$ cat src/hw/rtl/bssc_pkg.sv
// Shared types, constants and lookup functions for the six-step commutator.
`timescale 1ns / 1ps

package bssc_pkg;

   localparam int SAMPLE_BITS = 10;
   localparam int DUTY_W      = 8;
   localparam int HALL_W      = 3;
   localparam int STEP_W      = 3;
   localparam int PROD_W      = SAMPLE_BITS + DUTY_W;
   localparam int CSR_IDX_W   = 2;

   localparam logic [DUTY_W-1:0] MAX_DUTY_RST  = 8'd200;
   localparam logic [DUTY_W-1:0] DEAD_TIME_RST = 8'd21;
   localparam logic [DUTY_W-1:0] ARM_THR_RST   = 8'd40;

   localparam logic [CSR_IDX_W-1:0] REG_MAX_DUTY  = 2'd0;
   localparam logic [CSR_IDX_W-1:0] REG_DEAD_TIME = 2'd1;
   localparam logic [CSR_IDX_W-1:0] REG_ARM_THR   = 2'd2;

   localparam logic [STEP_W-1:0] STEP_NONE = 3'd0;
   localparam logic [STEP_W-1:0] STEP_1    = 3'd1;
   localparam logic [STEP_W-1:0] STEP_2    = 3'd2;
   localparam logic [STEP_W-1:0] STEP_3    = 3'd3;
   localparam logic [STEP_W-1:0] STEP_4    = 3'd4;
   localparam logic [STEP_W-1:0] STEP_5    = 3'd5;
   localparam logic [STEP_W-1:0] STEP_6    = 3'd6;

   typedef enum logic [1:0] {
      MODE_OFF = 2'd0,
      MODE_LOW = 2'd1,
      MODE_PWM = 2'd2
   } mode_type;

   typedef struct packed {
      mode_type a;
      mode_type b;
      mode_type c;
   } phase_set_type;

   typedef struct packed {
      logic [DUTY_W-1:0] max_duty;
      logic [DUTY_W-1:0] dead_time;
      logic [DUTY_W-1:0] arm_threshold;
   } cfg_type;

   typedef struct packed {
      logic [HALL_W-1:0] hall;
      logic [PROD_W-1:0] product;
   } prod_type;

   typedef struct packed {
      logic [STEP_W-1:0] step_in_use;
      logic [DUTY_W-1:0] duty;
      logic              armed;
      phase_set_type     phases;
      logic [DUTY_W-1:0] high_compare;
      logic [DUTY_W-1:0] low_compare;
   } rsp_type;

   function automatic logic [STEP_W-1:0] hall_to_step(input logic [HALL_W-1:0] hall);
      logic [STEP_W-1:0] step;
      case (hall)
         3'd5:    step = STEP_1;
         3'd1:    step = STEP_2;
         3'd3:    step = STEP_3;
         3'd2:    step = STEP_4;
         3'd6:    step = STEP_5;
         3'd4:    step = STEP_6;
         default: step = STEP_NONE;
      endcase
      return step;
   endfunction

   function automatic phase_set_type step_modes(input logic [STEP_W-1:0] step);
      phase_set_type m;
      case (step)
         STEP_1:  m = '{MODE_LOW, MODE_PWM, MODE_OFF};
         STEP_2:  m = '{MODE_LOW, MODE_OFF, MODE_PWM};
         STEP_3:  m = '{MODE_OFF, MODE_LOW, MODE_PWM};
         STEP_4:  m = '{MODE_PWM, MODE_LOW, MODE_OFF};
         STEP_5:  m = '{MODE_PWM, MODE_OFF, MODE_LOW};
         STEP_6:  m = '{MODE_OFF, MODE_PWM, MODE_LOW};
         default: m = '{MODE_OFF, MODE_OFF, MODE_OFF};
      endcase
      return m;
   endfunction

endpackage

$ cat src/hw/rtl/bssc_csr.sv
// Configuration register file: max duty, dead time and arm threshold.
`timescale 1ns / 1ps

module bssc_csr (
   input  logic                              clock,
   input  logic                              reset,
   input  logic                              csr_valid,
   output logic                              csr_ready,
   input  logic [bssc_pkg::CSR_IDX_W-1:0]    csr_index,
   input  logic [bssc_pkg::DUTY_W-1:0]       csr_data,
   output bssc_pkg::cfg_type                 cfg
);
   import bssc_pkg::*;

   cfg_type cfg_ff;
   cfg_type cfg_in;

   assign csr_ready = 1'b1;
   assign cfg       = cfg_ff;

   always_comb begin
      cfg_in = cfg_ff;
      if (csr_valid) begin
         case (csr_index)
            REG_MAX_DUTY:  cfg_in.max_duty      = csr_data;
            REG_DEAD_TIME: cfg_in.dead_time     = csr_data;
            REG_ARM_THR:   cfg_in.arm_threshold = csr_data;
            default:       cfg_in = cfg_ff;
         endcase
      end
   end

   always_ff @(posedge clock) begin
      if (reset) begin
         cfg_ff.max_duty      <= MAX_DUTY_RST;
         cfg_ff.dead_time     <= DEAD_TIME_RST;
         cfg_ff.arm_threshold <= ARM_THR_RST;
      end else begin
         cfg_ff <= cfg_in;
      end
   end

endmodule

$ cat src/hw/rtl/bssc_scale.sv
// Input register and throttle-times-max-duty product stage.
`timescale 1ns / 1ps

module bssc_scale (
   input  logic                               clock,
   input  logic                               reset,
   input  logic                               in_valid,
   output logic                               in_ready,
   input  logic [bssc_pkg::HALL_W-1:0]        in_hall,
   input  logic [bssc_pkg::SAMPLE_BITS-1:0]   in_sample,
   input  logic [bssc_pkg::DUTY_W-1:0]        max_duty,
   output logic                               out_valid,
   input  logic                               out_ready,
   output bssc_pkg::prod_type                 out_data
);
   import bssc_pkg::*;

   logic                   in_valid_ff;
   logic                   in_valid_in;
   logic [HALL_W-1:0]      hall_ff;
   logic [HALL_W-1:0]      hall_in;
   logic [SAMPLE_BITS-1:0] sample_ff;
   logic [SAMPLE_BITS-1:0] sample_in;
   logic                   prod_valid_ff;
   logic                   prod_valid_in;
   prod_type               prod_ff;
   prod_type               prod_in;
   logic                   prod_take;
   logic                   in_take;

   assign prod_take = !prod_valid_ff || out_ready;
   assign in_take   = !in_valid_ff || prod_take;
   assign in_ready  = in_take;
   assign out_valid = prod_valid_ff;
   assign out_data  = prod_ff;

   always_comb begin
      in_valid_in   = in_take ? in_valid : in_valid_ff;
      hall_in       = (in_take && in_valid) ? in_hall : hall_ff;
      sample_in     = (in_take && in_valid) ? in_sample : sample_ff;
      prod_valid_in = prod_take ? in_valid_ff : prod_valid_ff;
      prod_in       = prod_ff;
      if (prod_take && in_valid_ff) begin
         prod_in.hall    = hall_ff;
         prod_in.product = PROD_W'(sample_ff) * PROD_W'(max_duty);
      end
   end

   always_ff @(posedge clock) begin
      if (reset) begin
         in_valid_ff   <= 1'b0;
         prod_valid_ff <= 1'b0;
      end else begin
         in_valid_ff   <= in_valid_in;
         prod_valid_ff <= prod_valid_in;
      end
      hall_ff   <= hall_in;
      sample_ff <= sample_in;
      prod_ff   <= prod_in;
   end

endmodule

$ cat src/hw/rtl/bssc_drive.sv
// Duty division, step latch, arming interlock, step table and result register.
`timescale 1ns / 1ps

module bssc_drive (
   input  logic                clock,
   input  logic                reset,
   input  logic                in_valid,
   output logic                in_ready,
   input  bssc_pkg::prod_type  in_data,
   input  bssc_pkg::cfg_type   cfg,
   output logic                out_valid,
   input  logic                out_ready,
   output bssc_pkg::rsp_type   out_data
);
   import bssc_pkg::*;

   localparam int QSUM_W = PROD_W + 1;

   logic              latched_ff;
   logic              latched_in;
   logic [STEP_W-1:0] step_ff;
   logic [STEP_W-1:0] step_in;
   logic              released_ff;
   logic              released_in;
   logic              rsp_valid_ff;
   logic              rsp_valid_in;
   rsp_type           rsp_ff;
   rsp_type           rsp_in;

   logic              take;
   logic              fire;
   logic [QSUM_W-1:0] qsum;
   logic [DUTY_W-1:0] duty;
   logic [STEP_W-1:0] dec_step;
   logic [STEP_W-1:0] step_now;
   logic              released_now;
   logic              active;
   logic [DUTY_W:0]   lo_sum;

   assign take      = !rsp_valid_ff || out_ready;
   assign fire      = take && in_valid;
   assign in_ready  = take;
   assign out_valid = rsp_valid_ff;
   assign out_data  = rsp_ff;

   always_comb begin
      // floor(x / (2^S - 1)) as (x + (x >> S) + 1) >> S, exact while quotient < 2^S
      qsum = QSUM_W'(in_data.product) + QSUM_W'(in_data.product >> SAMPLE_BITS)
           + QSUM_W'(1);
      duty = qsum[SAMPLE_BITS +: DUTY_W];

      dec_step     = hall_to_step(in_data.hall);
      step_now     = (dec_step != STEP_NONE) ? dec_step : step_ff;
      released_now = released_ff || (duty < cfg.arm_threshold);
      active       = released_now && (duty != '0) && (step_now != STEP_NONE);
      lo_sum       = {1'b0, duty} + {1'b0, cfg.dead_time};

      latched_in   = fire ? (latched_ff || (step_now != STEP_NONE)) : latched_ff;
      step_in      = fire ? step_now : step_ff;
      released_in  = fire ? released_now : released_ff;
      rsp_valid_in = take ? in_valid : rsp_valid_ff;

      rsp_in = rsp_ff;
      if (fire) begin
         rsp_in.step_in_use  = step_now;
         rsp_in.duty         = duty;
         rsp_in.armed        = released_now;
         rsp_in.phases       = step_modes(active ? step_now : STEP_NONE);
         rsp_in.high_compare = active ? duty : '0;
         rsp_in.low_compare  = !active ? '0 :
                               (lo_sum[DUTY_W] ? {DUTY_W{1'b1}} : lo_sum[DUTY_W-1:0]);
      end
   end

   always_ff @(posedge clock) begin
      if (reset) begin
         latched_ff   <= 1'b0;
         step_ff      <= STEP_NONE;
         released_ff  <= 1'b0;
         rsp_valid_ff <= 1'b0;
      end else begin
         latched_ff   <= latched_in;
         step_ff      <= step_in;
         released_ff  <= released_in;
         rsp_valid_ff <= rsp_valid_in;
      end
      rsp_ff <= rsp_in;
   end

`ifndef ASSERT_OFF
   a_armed_sticks: assert property (@(posedge clock) disable iff (reset)
      released_ff |=> released_ff)
      else $error("interlock dropped after release");

   a_step_sticks: assert property (@(posedge clock) disable iff (reset)
      (step_ff != STEP_NONE) |=> (step_ff != STEP_NONE))
      else $error("latched step returned to none");

   a_step_flag: assert property (@(posedge clock) disable iff (reset)
      latched_ff == (step_ff != STEP_NONE))
      else $error("step latch flag out of sync with latched step");

   a_off_unarmed: assert property (@(posedge clock) disable iff (reset)
      (rsp_valid_ff && !rsp_ff.armed) |->
         (rsp_ff.phases.a == MODE_OFF && rsp_ff.phases.b == MODE_OFF &&
          rsp_ff.phases.c == MODE_OFF && rsp_ff.high_compare == '0))
      else $error("phase driven before arming");

   a_one_pwm: assert property (@(posedge clock) disable iff (reset)
      rsp_valid_ff |-> ($countones({rsp_ff.phases.a == MODE_PWM, rsp_ff.phases.b == MODE_PWM,
                                    rsp_ff.phases.c == MODE_PWM}) <= 1))
      else $error("more than one phase on PWM");
`endif

endmodule

$ cat src/hw/rtl/bldc_six_step_commutator.sv
// Top level of the hall-sensor six-step commutator.
`timescale 1ns / 1ps

// Takes one hall/throttle transfer per clock and returns one result transfer per item,
// passing through the input register, product register and result register;
// sustained throughput is one item every cycle, limited only by rsp_tready backpressure.
// Duty is floor(throttle * max_duty / 1023) from one 10x8 multiply and a constant-divisor
// add-and-shift; phases stay off until duty first drops below arm_threshold, then the
// six-step table drives each phase off, low side on, or PWM with duty-based compares.

module bldc_six_step_commutator (
   input  logic        clock,
   input  logic        reset,
   input  logic        req_tvalid,
   output logic        req_tready,
   input  logic [15:0] req_tdata,    // hall_bits[2:0], throttle_sample[12:3], zero fill
   output logic        rsp_tvalid,
   input  logic        rsp_tready,
   output logic [39:0] rsp_tdata,    // step_in_use[2:0], duty[10:3], armed[11],
                                     // phase_a_mode[13:12], phase_b_mode[15:14],
                                     // phase_c_mode[17:16], high_compare[25:18],
                                     // low_compare[33:26], zero fill
   input  logic        csr_valid,
   output logic        csr_ready,
   input  logic [1:0]  csr_index,
   input  logic [7:0]  csr_data
);
   import bssc_pkg::*;

   localparam int RSP_W = $bits(rsp_type);

   cfg_type  cfg;
   prod_type prod;
   rsp_type  rsp;
   logic     prod_valid;
   logic     prod_ready;

   bssc_csr u_csr (
      .clock     (clock),
      .reset     (reset),
      .csr_valid (csr_valid),
      .csr_ready (csr_ready),
      .csr_index (csr_index),
      .csr_data  (csr_data),
      .cfg       (cfg)
   );

   bssc_scale u_scale (
      .clock     (clock),
      .reset     (reset),
      .in_valid  (req_tvalid),
      .in_ready  (req_tready),
      .in_hall   (req_tdata[HALL_W-1:0]),
      .in_sample (req_tdata[HALL_W +: SAMPLE_BITS]),
      .max_duty  (cfg.max_duty),
      .out_valid (prod_valid),
      .out_ready (prod_ready),
      .out_data  (prod)
   );

   bssc_drive u_drive (
      .clock     (clock),
      .reset     (reset),
      .in_valid  (prod_valid),
      .in_ready  (prod_ready),
      .in_data   (prod),
      .cfg       (cfg),
      .out_valid (rsp_tvalid),
      .out_ready (rsp_tready),
      .out_data  (rsp)
   );

   assign rsp_tdata = {{(40 - RSP_W){1'b0}},
                       rsp.low_compare,
                       rsp.high_compare,
                       rsp.phases.c,
                       rsp.phases.b,
                       rsp.phases.a,
                       rsp.armed,
                       rsp.duty,
                       rsp.step_in_use};

endmodule

$ cat config.mk
export PLATFORM = sky130hd
export DESIGN_NAME = bldc_six_step_commutator
export DESIGN_NICKNAME = d
export VERILOG_FILES = /design/src/hw/rtl/bssc_pkg.sv /design/src/hw/rtl/bssc_csr.sv /design/src/hw/rtl/bssc_scale.sv /design/src/hw/rtl/bssc_drive.sv /design/src/hw/rtl/bldc_six_step_commutator.sv
export SDC_FILE = /design/constraint.sdc
export NUM_CORES = 1
export LEC_CHECK = 0
export ABC_AREA = 1
export BUFFER_PORTS_ARGS = -buffer_cell sky130_fd_sc_hd__buf_2
export CAP_MARGIN = 20
export CORE_MARGIN = 8
export CORE_UTILIZATION = 45
export DETAILED_ROUTE_END_ITERATION = 7
export PLACE_DENSITY_LB_ADDON = 0.15
export REMOVE_ABC_BUFFERS = 1
export SYNTH_ARGS = -nofsm -noshare
export SYNTH_HDL_FRONTEND = slang
export SYNTH_SLANG_ARGS = --single-unit
$ cat constraint.sdc
create_clock -name clock -period 10 [get_ports clock]
set_input_delay 2.5 -clock clock [delete_from_list [all_inputs] [get_ports clock]]
set_output_delay 2.5 -clock clock [all_outputs]
set_load 0.01 [all_outputs]
==> flow_summary.yaml, run 1 <==
synth:
  synth_compound_area_share_pct: 7.50
  syn_area_um2: 7070
  postSynth.asyncResetShare_pct: 0
  synth_simple_gate_area_share_pct: 16.8
  synthDistinctLibCells: 42
  synth_edf_count: 68
  avgSynthCellArea_um2: 8.95
  synth_ff_type: "edfxtp_1"
  ys_ff_latch: 99
  synthMuxAreaShare_pct: 0
  yosysSeqAreaShare_pct: 37.7
  ys_warn_count: 0
  synth-xor-area-share_pct: 2.48
  synthAdderAreaFrac_pct: 24.5
  synth_top_family_by_area: "adder cells"
  netlist_instances: 790
critical_path:
  critPathCaptureType: "output pin"
  worstPathArrival_ns: 3.10
  r2r-start: "u_scale.sample_ff[1]"
  critical_path.cell_chain: "buf_2 > inv_1 > nand2_1 > nor2_1 > nand2_1 > buf_2"
  cp_max_fo: 3
  rrSetupSlack_ns: 5.20
  crit_type: "in -> out"
  crit_slowest_cell: "buf_2"
  required_ns: 7.50
  critPathMaxStageDelay_ns: 0.15
  cp_num_buf_inv: 3
  path_delay_family: "simple AND/OR/NAND/NOR gates"
  worstSetupStartpointType: "primary input"
  reg2regPathDepth: 20
  regToRegEndpoint: "u_scale.out_data[15]"
die:
  pin_count: 74
  rows: 46
  coreArea_um2: 15600
  die_w_um: 141
  dieArea_um2: 20000
  initial_utilization_pct: 45.3
  die_h_um: 141
sta:
  period_share_pct: 56.0
  rsz0062_at_grt: "no"
  period_minus_slack_ns: 5.60
  slew_headroom_pct: 41.9
  setup_viol_count_final: 0
  drv_slew: 0
  worst_pin_slew_ns: 0.870
  skew_ns: 0.00868
  hold_viol: 0
  setup-tns-final_ns: 0
  fmax_mhz: 179
clock_network:
  post_cts_buffers: 0
  cts_max_level: 3
  hold_buffers: 0
  clk_latency_ns: 0.35
  cts_root_buffer: "clkbuf_16"
  clkSinkCount: 99
  post_cts_resized: 0
  cts_tree: "built"
  clock_path_buffers: 2
  clkSlewWorstSetupHoldPaths_ns: 0.06
  numCtsBuffers: 9
route:
  vias_per_cell: 4.76
  first_iter_violations: 185
  routed_wl_mm: 14.2
  drc: 0
  routedWlPerCell_um: 13.4
  vias: 5059
  firstDrtPassIters: 5
  postRouteAntennaNets: 0
finish:
  area_delta_synth_final_pct: 10.5
  final_cells: 1062
  finish.utilization_pct: 50.1
  nNetsFinal: 981
  drive_gt1_share_pct: 13.8
  fillers: 1489
  n_antenna_cell: 0
pwr:
  powerDensity_nw_per_um2: 187
  ir_worst_vdd_mv: 0.105
  p_leak_nw: 4.01
  p_total_mw: 1.46
placement:
  dp_cells: 1046
  hpwl_mm: 11.6
  gp_congestion: 0.847
  place.port_buffers: 63
global_route:
  grtUsageTotal_pct: 14.7
  grt_pass1_vias: 5028
  grt_overflow_total: 0
  grt_pass1_wl_mm: 23.6
  antenna_found_initial: 0
  grt_max_degree: 36
worst_hold_path:
  whs_endpoint: "u_scale.out_data[19]"
  hold_depth: 0
  hold_class: "reg -> reg"
  min_from: "u_scale.hall_ff[1]"
run:
  max_cap_violations: 0
run_status:
  status: "completed"
==> worst register-to-register path, stage by stage, from the launching register on <==
cell and delay (ns):
edfxtp_1 0.53, nand2_1 0.12, inv_1 0.06, fa_1 0.45
fa_1 0.56, inv_1 0.05, fa_1 0.46, fa_1 0.55
inv_1 0.04, ha_1 0.34, a21oi_1 0.16, o21ai_1 0.10
nand2_1 0.07, nand2_1 0.05, a21oi_1 0.27, o21ai_1 0.14
nand2_1 0.07, nand2_1 0.05, a21oi_1 0.21, o21ai_1 0.11
xor2_1 0.16
==> cells in the final DEF (no fill, tap or decap), drive strengths merged <==
cell type,count
a211oi,2
inv,169
o21bai,2
conb,7
fa,49
o211ai,2
nor2,47
o31ai,2
nand3b,1
a21oi,45
nand4,4
buf,64
nand2,188
a22oi,1
clkinv,3
or2,4
ha,60
nor3,6
o21ai,35
a31oi,2
a21o,2
dfxtp,31
clkbuf,9
xnor2,8
edfxtp,68
clkinvlp,2
xor2,12
nand3,21
==> area by class of cell <==
cell class	count	area, um2	share of cell area, %
clock buffers	9	225	2.88
clock inverters	7	58.8	0.752
multi-input cells	500	3650	46.7
inverters	167	627	8.02
well taps	216	270	3.46
flip-flops and latches	99	2660	34.1
repair buffers	64	323	4.13
==> sequential cells by signal, indices dropped and copies added (netlist names) <==
signal / count
u_scale.in_valid_ff: 1
u_drive.out_data: 34
u_drive.released_ff: 1
u_scale.out_valid: 1
u_scale.out_data: 21
u_scale.sample_ff: 10
u_drive.step_ff: 3
u_csr.cfg: 24
u_drive.out_valid: 1
u_scale.hall_ff: 3
==> metal layers <==
| layer | vias up | global-route usage (%) | share of wire (%) |
|---|---|---|---|
| li1 | 2553 | - | - |
| met1 | 2419 | 17.5 | 44 |
| met2 | 79 | 26.3 | 51 |
| met3 | 8 | 3.66 | 4.0 |
| met4 | 0 | 3.68 | 1.0 |
| met5 | - | 0 | 0 |
==> how the worst max path moves through the flow <==
stage | end | start | depth (start not counted) | slack (ns)
floorplan | req_tready | rsp_tready | 4 | 4.67
global placement | req_tready | rsp_tready | 6 | 4.44
detailed placement | req_tready | rsp_tready | 6 | 4.41
CTS | req_tready | rsp_tready | 6 | 4.41
global route | req_tready | rsp_tready | 6 | 4.34
finish | req_tready | rsp_tready | 6 | 4.40
==> cells by family (layout without fill, tap and decap cells) <==
| kind of cell | count (synthesis) | in the layout |
|---|---|---|
| AND/OR/NAND/NOR | 271 | 271 |
| buffers and inverters | 196 | 247 |
| adder cells (fa/ha/maj) | 109 | 109 |
| flip-flops | 99 | 99 |
| AO/OA/AOI/OAI | 93 | 93 |
| XOR/XNOR | 20 | 20 |
| other | 2 | 7 |
==> power by group <==
group	switching [mW]	total [mW]	leakage (nW)	internal, mW
clock	0.156	0.329	0.134	0.173
combinational	0.355	0.589	2.99	0.234
sequential	0.0359	0.540	0.892	0.504
==> Yosys cell counts (all sizes together) (4+ instances only) <==
| library cell | n | area share (%) |
|---|---|---|
| clkbuf | 11 | 0.58 |
| xnor2 | 8 | 0.99 |
| fa | 49 | 14 |
| nand3 | 21 | 1.7 |
| nor2 | 47 | 2.9 |
| a21oi | 45 | 3.4 |
| nand4 | 4 | 0.35 |
| edfxtp | 68 | 29 |
| o21ai | 35 | 2.7 |
| xor2 | 12 | 1.5 |
| dfxtp | 31 | 8.8 |
| ha | 60 | 11 |
| nor3 | 6 | 0.42 |
| or2 | 4 | 0.35 |
| nand2 | 188 | 11 |
| buf | 18 | 1.6 |
| inv | 166 | 8.8 |
==> per-stage QoR <==
step	cell area [um2]	worst slack, ns	hold slack (ns)
after floorplan	6940	4.67	0.400
after global placement	7530	4.44	0.404
after detailed placement	7530	4.41	0.417
after CTS	7820	4.41	0.434
after global routing	7820	4.34	0.440
final	7820	4.40	0.428
Note: power is estimated with default switching activity, not from simulation.
==> run 2: changes to the inputs <==
--- a/config.mk
+++ b/config.mk
@@ -5,7 +5,7 @@
 export SDC_FILE = /design/constraint.sdc
 export NUM_CORES = 1
 export LEC_CHECK = 0
-export ABC_AREA = 1
+export ABC_AREA = 0
 export BUFFER_PORTS_ARGS = -buffer_cell sky130_fd_sc_hd__buf_2
 export CAP_MARGIN = 20
 export CORE_MARGIN = 8
==> constraint.sdc (replaced) <==
create_clock -name clock -period 4.95 [get_ports clock]
set_input_delay 1.2375 -clock clock [delete_from_list [all_inputs] [get_ports clock]]
set_output_delay 1.2375 -clock clock [all_outputs]
set_load 0.01 [all_outputs]
==> run 2 against run 1 <==
Critical path depth grew 9. Area after synthesis is 2.2% lower. Cell area decreased by 0.29%. Core utilization increased by 1.5 points. Flip-flop and latch count unchanged. Via count shrank 6.5%. Global-route usage grew 0.25 points. Register-to-register slack lost 5.0 ns. Setup slack lost 4.2 ns. Power grew 110%. Critical path type is now reg -> reg. Critical endpoint is now u_scale.out_data[17]. Largest cell class unchanged. Largest power group unchanged. Highest routed layer unchanged.
==> flow_summary.yaml, run 2 <==
run_status:
  status: "completed"
finish:
  largest_register_ffs: 34
  final_area_um2: 7790
  area_delta_synth_final_pct: 12.7
  layout_commonest_cell: "nand2_1"
  final_cells: 928
  nNetsFinal: 875
  drive_gt1_share_pct: 15.0
  fillers: 1393
  layout_common_cells: "nand2_1 (77), inv_1 (75), edfxtp_1 (68)"
  n_antenna_cell: 0
critical_path:
  crit_path_frequent_cell: "fa_1"
  critPathCaptureType: "flip-flop"
  worstSetupStartpointType: "flip-flop"
  worstPathArrival_ns: 4.83
  required_ns: 5.05
  reg2regPathDepth: 15
  critical_path.cell_chain: "and2_1 > fa_1 > fa_1 > inv_1 > fa_1 > fa_1 > inv_1 > ha_1 > o21a_1 > o31a_1 > o41ai_2 > a21oi_1 > a2111o_1 > a21oi_1 > xnor2_1"
  crit_type: "reg -> reg"
  cp_max_fo: 6
  crit_slowest_cell: "fa_1"
  critPathMaxStageDelay_ns: 0.56
sta:
  fmax_mhz: 211
  slew_headroom_pct: 29.5
  setup-tns-final_ns: 0
  drv_slew: 0
  layout_setup_ws_ns: 0.220
  skew_ns: 0.00698
  worst_pin_slew_ns: 1.06
  hold_viol: 0
  period_minus_slack_ns: 4.73
  rsz0062_at_grt: "no"
  period_share_pct: 95.6
  setup_viol_count_final: 0
synth:
  ys_top_cells_by_area: "edfxtp_1 (30%), fa_1 (14%), ha_1 (11%), dfxtp_1 (9.0%), nand2_1 (4.2%)"
  ys_warn_count: 0
  netlist_instances: 668
  syn_area_um2: 6920
  avgSynthCellArea_um2: 10.4
  synthTopCellsByCount: "nand2_1 (77), inv_1 (75), edfxtp_1 (68)"
  synth_edf_count: 68
  synth_area_leader_cell: "edfxtp_1"
  synthDistinctLibCells: 55
  synth_ff_type: "edfxtp_1"
  postSynth.asyncResetShare_pct: 0
  yosysMostFrequentCell: "nand2_1"
  ys_ff_latch: 99
  yosysSeqAreaShare_pct: 38.5
  synth_top_area_share_pct: 29.5
worst_hold_path:
  hold_depth: 0
  hold_class: "reg -> reg"
route:
  vias_per_cell: 5.10
  drc: 0
  postRouteAntennaNets: 0
  vias: 4730
  firstDrtPassIters: 4
  routed_wl_mm: 14.2
  routedWlPerCell_um: 15.3
  first_iter_violations: 182
clock_network:
  clkSlewWorstSetupHoldPaths_ns: 0.07
  clkSinkCount: 99
  clk_latency_ns: 0.35
  clock_path_buffers: 2
  cts_max_level: 3
  cts_root_buffer: "clkbuf_16"
  hold_buffers: 0
  cts_tree: "built"
  numCtsBuffers: 9
die:
  die_h_um: 140
  dieArea_um2: 19600
  initial_utilization_pct: 45.8
  rows: 45
  die_w_um: 140
  coreArea_um2: 15100
  pin_count: 74
global_route:
  grtUsageTotal_pct: 15.0
  grt_max_degree: 39
  grt_pass1_vias: 4843
  antenna_found_initial: 0
  grt_overflow_total: 0
  grt_pass1_wl_mm: 23.8
placement:
  gp_congestion: 0.822
  dp_cells: 910
  dpl_worst_slack_ns: 0.0278
  dpl-instance-area_um2: 7460
  place.port_buffers: 63
  hpwl_mm: 11.2
pwr:
  p_total_mw: 3.04
  p_switching_mw: 1.09
  power.internal_mw: 1.95
  powerDensity_nw_per_um2: 391
  p_sw_share_pct: 35.9
  pwr-share-comb_pct: 40.1
  p_leak_nw: 3.50
  p_clk_share_pct: 24.0
  seq_power_share_pct: 35.9
  ir_worst_vdd_mv: 0.229
run:
  max_cap_violations: 0
==> run 2: cell count changes in the layout (fill, tap and decap cells not counted), sizes merged, moves of 15 or more <==
cell	delta
and2	+39
o21ai	-17
nand2	-111
inv	-91
nor2b	+17
mux2i	+15
==> run 2: timing repair <==
| action | 4_1_cts | 5_1_grt |
|---|---|---|
| setup buffers | 0 | 2 |
| resized for setup | 1 | 1 |
| endpoints found under the setup margin | 1 | 1 |
==> run 2: stage by stage <==
| stage | utilization (%) | hold WS [ns] |
|---|---|---|
| final | 51.6 | 0.426 |
| after global routing | 51.6 | 0.432 |
| after CTS | 51.5 | 0.429 |
| after detailed placement | 49.4 | 0.412 |
| after global placement | 49.4 | 0.405 |
| after floorplan | - | 0.400 |
==> run 2: final timing paths <==
check | from | slack [ns] | end
max | u_scale.sample_ff[3] | 0.22 | u_scale.out_data[17]
min | u_scale.hall_ff[1] | 0.43 | u_scale.out_data[19]
max reg2reg | u_scale.sample_ff[3] | 0.22 | u_scale.out_data[17]
min reg2reg | u_scale.hall_ff[1] | 0.43 | u_scale.out_data[19]
==> run 2: area by class of cell <==
cell class	instances	area [um2]	share of cell area [%]
tap	188	235	3.02
inverter	76	285	3.66
clock buffer	9	225	2.89
sequential	99	2660	34.2
clock inverter	7	87.6	1.12
multi-input combinational	471	3870	49.6
timing repair buffer	78	428	5.49
==> run 2: cell families after synthesis <==
logic type,count (synthesis),synth area share (%)
simple gates,227,16.1
mux,15,2.17
xor+xnor,25,3.17
other cells,2,0.109
fa+ha+maj,109,25.0
compound gates,88,8.76
buf+inv,103,6.12
flops,99,38.5
==> run 2: routing by layer <==
metal  track usage, %  vias up  wire length (um)  share of wire (%)
li1                 -     2361                 -                  -
met3             3.53       11               512                3.6
met4             4.63        0               219                1.5
met2             26.5       74              7330                 52
met5                0        -                 0                  0
met1             17.7     2284              6140                 43
==> run 2: critical path, delay by kind of cell (launching register included) <==
family / cells / cell delay, ns
buffers and inverters: 2 / 0.10
AOI/OAI and AO/OA: 6 / 1.27
xor gates and xnor gates: 1 / 0.09
adders and majority gates: 5 / 2.31
and+or+nand+nor: 1 / 0.22
DFF: 1 / 0.48
==> run 2: power groups by stage <==
stage | clock (mW) | combinational, mW | sequential [mW]
5_1_grt | 0.786 | 1.38 | 1.10
6_report | 0.730 | 1.22 | 1.09
3_3_place_gp | 0 | 1.20 | 1.11
4_1_cts | 0.757 | 1.24 | 1.09
3_5_place_dp | 0 | 1.23 | 1.11
2_1_floorplan | 0 | 0.904 | 1.10
==> run 3: changes to the inputs <==
--- a/config.mk
+++ b/config.mk
@@ -10,8 +10,10 @@
 export CAP_MARGIN = 20
 export CORE_MARGIN = 8
 export CORE_UTILIZATION = 45
+export CTS_CLUSTER_SIZE = 28
 export DETAILED_ROUTE_END_ITERATION = 7
 export PLACE_DENSITY_LB_ADDON = 0.15
+export RECOVER_POWER = 25
 export REMOVE_ABC_BUFFERS = 1
 export SYNTH_ARGS = -nofsm -noshare
 export SYNTH_HDL_FRONTEND = slang
==> run 3 against run 2 <==
Clock power about the same. Flip-flop and latch count unchanged. Largest power group unchanged. Fmax fell by 0.44%. Global-route usage is the same. Critical path type unchanged. Cell area shrank 0.35%. Worst hold slack hardly changed. First-iteration DRC count shrank 14%. Via count is 0.19% higher.
==> flow_summary.yaml, run 3 (synthesis results as in run 2) <==
worst_hold_path:
  min_from: "u_scale.hall_ff[1]"
  hold_class: "reg -> reg"
  whs_endpoint: "u_scale.out_data[19]"
  hold_depth: 0
route:
  top_layer: "met4"
  wl_met2_mm: 7.37
  vias_per_cell: 5.11
  routedWlPerCell_um: 15.3
  drc: 0
  routed_wl_mm: 14.2
  met1Wirelength_mm: 6.11
  first_iter_violations: 157
  postRouteAntennaNets: 0
  firstDrtPassIters: 4
  vias: 4739
  wl_met3_um: 520
die:
  coreArea_um2: 15100
  rows: 45
  initial_utilization_pct: 45.8
  dieArea_um2: 19600
  die_h_um: 140
  pin_count: 74
  die_w_um: 140
clock_network:
  clock_path_buffers: 2
  cts_root_buffer: "clkbuf_16"
  cts_tree: "built"
  numCtsBuffers: 9
  hold_buffers: 0
  cts_max_level: 3
  clkSinkCount: 99
  clk_latency_ns: 0.35
  clkSlewWorstSetupHoldPaths_ns: 0.07
global_route:
  grt_max_degree: 39
  grt_pass1_vias: 4843
  grt_overflow_total: 0
  grt_pass1_wl_mm: 23.8
  antenna_found_initial: 0
  grtUsageTotal_pct: 15.0
sta:
  layout_setup_ws_ns: 0.198
  period_minus_slack_ns: 4.75
  setup_viol_count_final: 0
  hold_viol: 0
  setup-tns-final_ns: 0
  drv_slew: 0
  worst_pin_slew_ns: 1.06
  period_share_pct: 96.0
  rsz0062_at_grt: "no"
  fmax_mhz: 210
  skew_ns: 0.00651
  slew_headroom_pct: 29.2
finish:
  final_cells: 928
  largest_register_ffs: 34
  nNetsFinal: 875
  layout_commonest_cell: "nand2_1"
  area_delta_synth_final_pct: 12.3
  layout_common_cells: "nand2_1 (77), inv_1 (75), edfxtp_1 (68)"
  drive_gt1_share_pct: 13.8
  n_antenna_cell: 0
pwr:
  powerDensity_nw_per_um2: 392
  p_leak_nw: 3.47
  ir_worst_vdd_mv: 0.229
  p_total_mw: 3.04
critical_path:
  cp-startpoint: "u_scale.sample_ff[3]"
  r2r-start: "u_scale.sample_ff[3]"
  crit_type: "reg -> reg"
  cp_max_fo: 6
  worstSetupStartpointType: "flip-flop"
  required_ns: 5.05
  reg2regPathDepth: 15
  worstPathArrival_ns: 4.85
  rrSetupSlack_ns: 0.20
  critPathCaptureType: "flip-flop"
  regToRegEndpoint: "u_scale.out_data[17]"
placement:
  dp_cells: 910
  dpl_worst_slack_ns: 0.0278
  place.port_buffers: 63
  hpwl_mm: 11.2
  gp_congestion: 0.822
run:
  max_cap_violations: 0
run_status:
  status: "completed"
## run 3: per-stage QoR
stage | instance area, um2 | util [%] | hold WS, ns
detailed placement | 7460 | 49.4 | 0.412
finish | 7760 | 51.5 | 0.426
global route | 7760 | 51.5 | 0.432
global placement | 7460 | 49.4 | 0.405
CTS | 7780 | 51.5 | 0.429
floorplan | 6800 | - | 0.400
## run 3: repair_timing
| action | CTS | global route |
|---|---|---|
| gates resized for setup | 1 | 1 |
| pin swaps | 0 | 0 |
| gates cloned | 0 | 0 |
| buffers inserted | 0 | 2 |
| setup endpoints to repair | 1 | 1 |
## run 3: worst max-delay path by stage
| stage | slack [ns] | to |
|---|---|---|
| final | 0.20 | u_scale.out_data[17] |
| after global placement | 0.10 | u_scale.out_data[17] |
| after detailed placement | 0.03 | u_scale.out_data[17] |
| after CTS | 0.13 | u_scale.out_data[17] |
| after global routing | 0.004 | u_scale.out_data[17] |
| after floorplan | 0.40 | u_scale.out_data[17] |
## run 3: critical path: stages (launching register included)
cell and delay [ns]:
edfxtp_1 0.49, and2_1 0.22, fa_1 0.41, fa_1 0.55, inv_1 0.05, fa_1 0.46, fa_1 0.56, inv_1 0.05
ha_1 0.33, o21a_1 0.18, o31a_1 0.12, o41ai_2 0.30, a21oi_1 0.12, a2111o_1 0.38, a21oi_1 0.17, xnor2_1 0.09
## run 3: layer usage
layer  vias up  global-route usage (%)
met2        75                    26.5
met4         0                    4.63
met3        11                    3.53
li1       2362                       -
met1      2291                    17.7
met5         -                       0
## run 3: cell type report
class,instances,area (um2)
Timing Repair Buffer,78,410
Inverter,76,285
Tap cell,188,235
Multi-Input combinational cell,471,3860
Fill cell,1400,7320
Sequential cell,99,2660
Clock buffer,9,225
Clock inverter,7,87.6
## run 3: where the power goes
| part | leakage (nW) | switching (mW) | internal (mW) |
|---|---|---|---|
| combinational | 2.43 | 0.688 | 0.530 |
| clock | 0.151 | 0.329 | 0.402 |
| sequential | 0.890 | 0.0742 | 1.02 |
